### src/sv/gsbb_pkg.sv
// Package: shared types, constants and helpers for the splat bounding-box block.
`timescale 1ns / 1ps
`default_nettype none
package gsbb_pkg;

    localparam int QUEUE_DEPTH_DEF = 16;
    localparam int MAT_FRAC        = 28;
    localparam int SQRT_STEPS      = 32;

    // One word handed from the front part to the back part through the queue.
    typedef struct packed {
        logic [2:0][63:0] sum;
        logic [2:0][31:0] centre;
        logic             last;
    } gsbb_item_t;

    // Clamp a wide signed value to the signed 32-bit range.
    function automatic logic [31:0] sat32(input logic signed [36:0] v);
        logic [31:0] r;
        if (v > 37'sd2147483647)
            r = 32'h7FFF_FFFF;
        else if (v < -37'sd2147483648)
            r = 32'h8000_0000;
        else
            r = v[31:0];
        return r;
    endfunction

endpackage
`default_nettype wire

### src/sv/gsbb_queue.sv
// Queue: short FIFO that decouples the front and back parts.
`timescale 1ns / 1ps
`default_nettype none
module gsbb_queue
    import gsbb_pkg::*;
#(
    parameter int DEPTH = QUEUE_DEPTH_DEF
)
(
    input  wire logic       clk,
    input  wire logic       rst_n,
    input  wire logic       push,
    input  wire gsbb_item_t push_item,
    input  wire logic       pop,
    output logic            not_empty,
    output gsbb_item_t      head
);

    localparam int PW = (DEPTH > 1) ? $clog2(DEPTH) : 1;
    localparam int CW = $clog2(DEPTH + 1);

    gsbb_item_t       mem [DEPTH];
    logic [PW-1:0]    wr_reg, rd_reg;
    logic [CW-1:0]    cnt_reg;
    logic             head_v_reg;
    gsbb_item_t       head_reg;
    logic             load;

    // refill the head register from the array whenever it is free or leaving
    assign load = (cnt_reg != '0) && (!head_v_reg || pop);

    always_ff @(posedge clk or negedge rst_n)
    begin
        if (!rst_n)
        begin
            wr_reg     <= '0;
            rd_reg     <= '0;
            cnt_reg    <= '0;
            head_v_reg <= 1'b0;
        end
        else
        begin
            if (push)
                wr_reg <= (wr_reg == PW'(DEPTH - 1)) ? '0 : wr_reg + 1'b1;
            if (load)
                rd_reg <= (rd_reg == PW'(DEPTH - 1)) ? '0 : rd_reg + 1'b1;
            cnt_reg <= cnt_reg + CW'(push) - CW'(load);
            if (load)
                head_v_reg <= 1'b1;
            else if (pop)
                head_v_reg <= 1'b0;
        end
    end

    always_ff @(posedge clk)
    begin
        if (push)
            mem[wr_reg] <= push_item;
        if (load)
            head_reg <= mem[rd_reg];
    end

    assign not_empty = head_v_reg;
    assign head      = head_reg;

endmodule
`default_nettype wire

### config.mk
export PLATFORM = sky130hd
export DESIGN_NAME = gsbb_queue
export DESIGN_NICKNAME = d
export VERILOG_FILES = /design/src/sv/gsbb_pkg.sv /design/src/sv/gsbb_queue.sv
export SDC_FILE = /design/constraint.sdc
export NUM_CORES = 2
export LEC_CHECK = 0
export BUFFER_PORTS_ARGS = -buffer_cell sky130_fd_sc_hd__buf_2
export CORE_UTILIZATION = 35
export DETAILED_ROUTE_END_ITERATION = 16
export SETUP_SLACK_MARGIN = 0.1
export SKIP_CTS_REPAIR_TIMING = 1
export SYNTH_ARGS = -nofsm -noshare
export SYNTH_HDL_FRONTEND = slang
export SYNTH_MEMORY_MAX_BITS = 65536
export SYNTH_SLANG_ARGS = --single-unit
### constraint.sdc
create_clock -name clk -period 44.1 [get_ports clk]
set_input_delay 2.205 -clock clk [delete_from_list [all_inputs] [get_ports clk]]
set_output_delay 2.205 -clock clk [all_outputs]
set_load 0.03 [all_outputs]
# Word-level counts from Yosys, hierarchy flattened
# Memories as Yosys holds them, arrays and structs flattened. A register that Yosys moved wholly into a read port is not among the register bits.
# Cells that the tools add are included.
# Widths: inputs -> output; s select.
[classes]
add_sub_neg = 4
multipliers = 0
div = 0
n_lt_le_gt_ge = 0
eq_ne = 2
shifts = 0
n_mux = 6
bitwise_logic = 0
n_reduce_logical = 5
[op_table]
columns = ["cell", "n"]
rows = [
  ["$add 4x1->4 const B", 2],
  ["$eq 4x4->1 const B", 2],
  ["$mux 4", 2],
  ["$add 5x1->5", 1],
  ["$reduce_bool 5->1", 1],
  ["$sub 5x1->5", 1],
  ["$mux 1", 4],
  ["$reduce_bool 2->1", 1],
  ["$logic_and 1x1->1", 1],
  ["$logic_not 1->1", 1],
  ["$logic_or 1x1->1", 1],
]
[totals]
regBits = 14
latch_bits = 0
ram_bits = 4624
romBits = 0
input_bits = 293
n_memories = 1
[mem_list]
columns = ["memory", "words", "word_bits", "rd", "rd_ports_with_merged_regs", "wr", "line", "rtl"]
rows = [
  ["mem", 16, 289, 1, 1, 1, "gsbb_queue.sv:22", "gsbb_item_t mem [DEPTH];"],
]

# Longest topological paths before layout
[logic_depth]
word_depth = 4
mapped_depth = 13

# Worst setup path after synthesis
# No wires, ideal clock.
[synth_path]
kind = "in2reg"
start = "input port push"
end = "memory mem[3][0] in the netlist's numbering, enable pin"
arrival_ns = 22.080
required_ns = 42.807
slack_ns = 20.727
cell_stages = 3
path_buffers = 1
path_cell_list = "clkbuf_1 nand2_1 nor3_1"
[synth_via]
elab_chain_cells = 2
[synth_lines]
columns = ["item", "line", "rtl"]
rows = [
  ["start: declaration", "gsbb_queue.sv:12", "input wire logic push,"],
  ["$mux 1", "gsbb_queue.sv:57", "if (push)"],
  ["$mux 1 (not written as such)", "gsbb_queue.sv:58", "mem[wr_reg] <= push_item;"],
  ["end: declaration", "gsbb_queue.sv:22", ""],
]
# Every way passes these cells.

==> results.cfg <==
[place]
dp_hpwl_microns = 237000
routabilityCongestion = 0.734
portBuffers = 582
placed_area_sq_um = 196000
place_ws_ns = 36.79

[cells_and_area]
seqCellArea_sq_um = 148000
fin_area_sq_um = 213000
finalCoreUtilization = 0.405
multi_input_area_sq_um = 35000
drive_above_1_share = 0.252
largest_reg_flops = 4624
fillers = 45400
final_nets = 9214
area_growth_syn_to_layout_pct = 15.0

[detailed_routing]
finalWirelength_microns = 467000
final_antenna_net_count = 0
vias = 88100
drc = 0
wl_per_cell_microns = 28.6
avgViaCountPerCell = 5.40
firstDrtPassIters = 6
drtIter0Drc = 9161

[setup_path]
crit_path_start_kind = register
cp.required_ns = 44.86
crit_type = register to register
slowest_stage = dfrtp_4
path_max_fanout = 58
r2r_cells = 10
worstSetupEndpointType = register
arrival_ns = 7.85
cpMostUsedCell = buf_4
max_stage_delay_ns = 0.97
crit_chain = buf_4 -> buf_4 -> buf_4 -> buf_4 -> buf_4 -> buf_4 -> mux2i_1 -> a22oi_1 -> a32oi_1 -> o21ai_1

[outcome]
outcome = finished clean

[synth]
yosys.area.top_type = edfxtp_1
synth_seq_cells = 4927
yosysWarnings = 0
ys_seq_area_frac = 0.800
synth_top_area_frac = 0.798
yosysMostFrequentCell = edfxtp_1
synth_edf_count = 4913
netlist_area_sq_um = 185000
synth.distinct_cells = 34
syn_nets = 8368
synthTopCellsByCount = edfxtp_1 (4913), mux2i_1 (867), mux4_2 (867)
synth-async-reset-ratio = 0.00284
synth_ff_type = edfxtp_1
synth_area_leaders = edfxtp_1 (80%), mux4_2 (11%), mux2i_1 (4.7%)
synthCells = 8063
syn_area_per_cell_sq_um = 22.9

[pwr]
seqPwrFrac = 0.430
leakage_uw = 0.0675
p_total_uw = 14100
p_per_area_nw_per_um2 = 66.3
p_clk_frac = 0.296
combPwrFrac = 0.274
switchingPower_uw = 4470
swShare = 0.317
vdd_drop_max_v = 0.0000564
intPower_uw = 9620

[clock_tree]
clk_pin_slew_worst_paths_ns = 0.06
cts_max_level = 6
cts_tree = built
clkLatencyLatePin_ns = 1.04
cts_root_buffer = clkbuf_16
numCtsBuffers = 522
clockBufferDepth = 4
clock_sinks = 4927

[timing]
fin_ws_ns = 37.01
setup_tns_ns = 0
period_needed_ns = 7.09
finalHoldViolCount = 0
fin_worst_skew_ns = 0.0648
report.final.slew_viol_count = 0
relSlewSlack = 0.216
fin_crit_sh = 0.161
max_freq_mhz = 141
tightest_slew_ns = 1.16
rsz0062_at_grt = false
setup_viol = 0

[min_path]
hold_class = register to register
whs_path_depth = 2

[floorplan]
start_util = 0.352
die_y_microns = 729
core_area_sq_um = 526000
rows = 266
ios = 583
die_x_microns = 729
die_area_sq_um = 531000

[global_route]
grt-ovfl-total = 0
grt_pass1_vias = 91800
grt_max_degree = 154
antenna_found_initial = 166
grt_use_total = 0.171
grt_pass1_wl_microns = 661000

[run]
drv_cap = 0
## kinds of logic after synthesis
kind of cell,synth area share
compound gates,0.0336
simple gates,0.000879
fa+ha+maj,0.000852
xor+xnor,0.000331
flops,0.800
buf+inv,0.0122
mux,0.153
## layout by cell type, fill, tap and decap left out, drive strengths merged, types with 11 or more instances in the layout
| cell type | Yosys | routed |
|---|---|---|
| a32oi | 289 | 289 |
| nor2 | 14 | 14 |
| diode | 0 | 56 |
| ha | 11 | 11 |
| clkbuf | 155 | 653 |
| mux2i | 867 | 867 |
| dfrtp | 14 | 14 |
| o21ai | 293 | 293 |
| mux4 | 867 | 867 |
| bufinv | 0 | 22 |
| inv | 13 | 36 |
| a22oi | 289 | 289 |
| edfxtp | 4913 | 4913 |
| buf | 297 | 774 |
| clkinv | 0 | 211 |
## stage by stage
| step | hold WS (ns) | std cells |
|---|---|---|
| final | 0.598 | 16300 |
| after floorplan | 0.470 | 8063 |
| after global routing | 0.629 | 16300 |
| after detailed placement | 0.571 | 15400 |
| after CTS | 0.587 | 16300 |
| after global placement | 0.559 | 15400 |
## critical path, delay by kind of cell, from the launching register on
kind,cells,cell delay [ns]
AOI/OAI and AO/OA,3,0.51
buffers and inverters,6,4.68
DFF,1,0.97
muxes,1,0.28
## layer usage
layer	wire [microns]	global-route usage	vias to the layer above
li1	-	-	36400
met1	196000	0.236	47400
met2	222000	0.275	3394
met3	36000	0.0368	869
met4	12000	0.0458	92
met5	553	0	-
## power groups by stage
stage	Sequential, uW	Combinational, uW	Clock, uW
after floorplan	6550	2400	0
after detailed placement	6160	3910	0
after global placement	6140	3890	0
final	6060	3860	4170
after CTS	6070	3930	4260
after global routing	6100	4110	4420
## cell type report
cell class	instances	share of cell area
multi-input combinational	2671	0.164
inverter	13	0.000265
clock inverter	263	0.0116
timing repair buffer	774	0.0222
antenna	56	0.000659
clock buffer	653	0.0645
sequential	4927	0.695
tap	6968	0.0410
## worst paths after layout
kind	startpoint	to	slack [ns]
setup / recovery	rd_reg[1]	head[153]	37.01
hold / removal	cnt_reg[0]	not_empty	0.60
setup reg to reg	rd_reg[1]	head[153]	37.01
hold reg to reg	cnt_reg[0]	not_empty	0.60
max in group asynchronous	rst_n	rd_reg[0]	42.67
min in group asynchronous	rst_n	cnt_reg[1]	1.09
(Power assumes the default switching activity.)
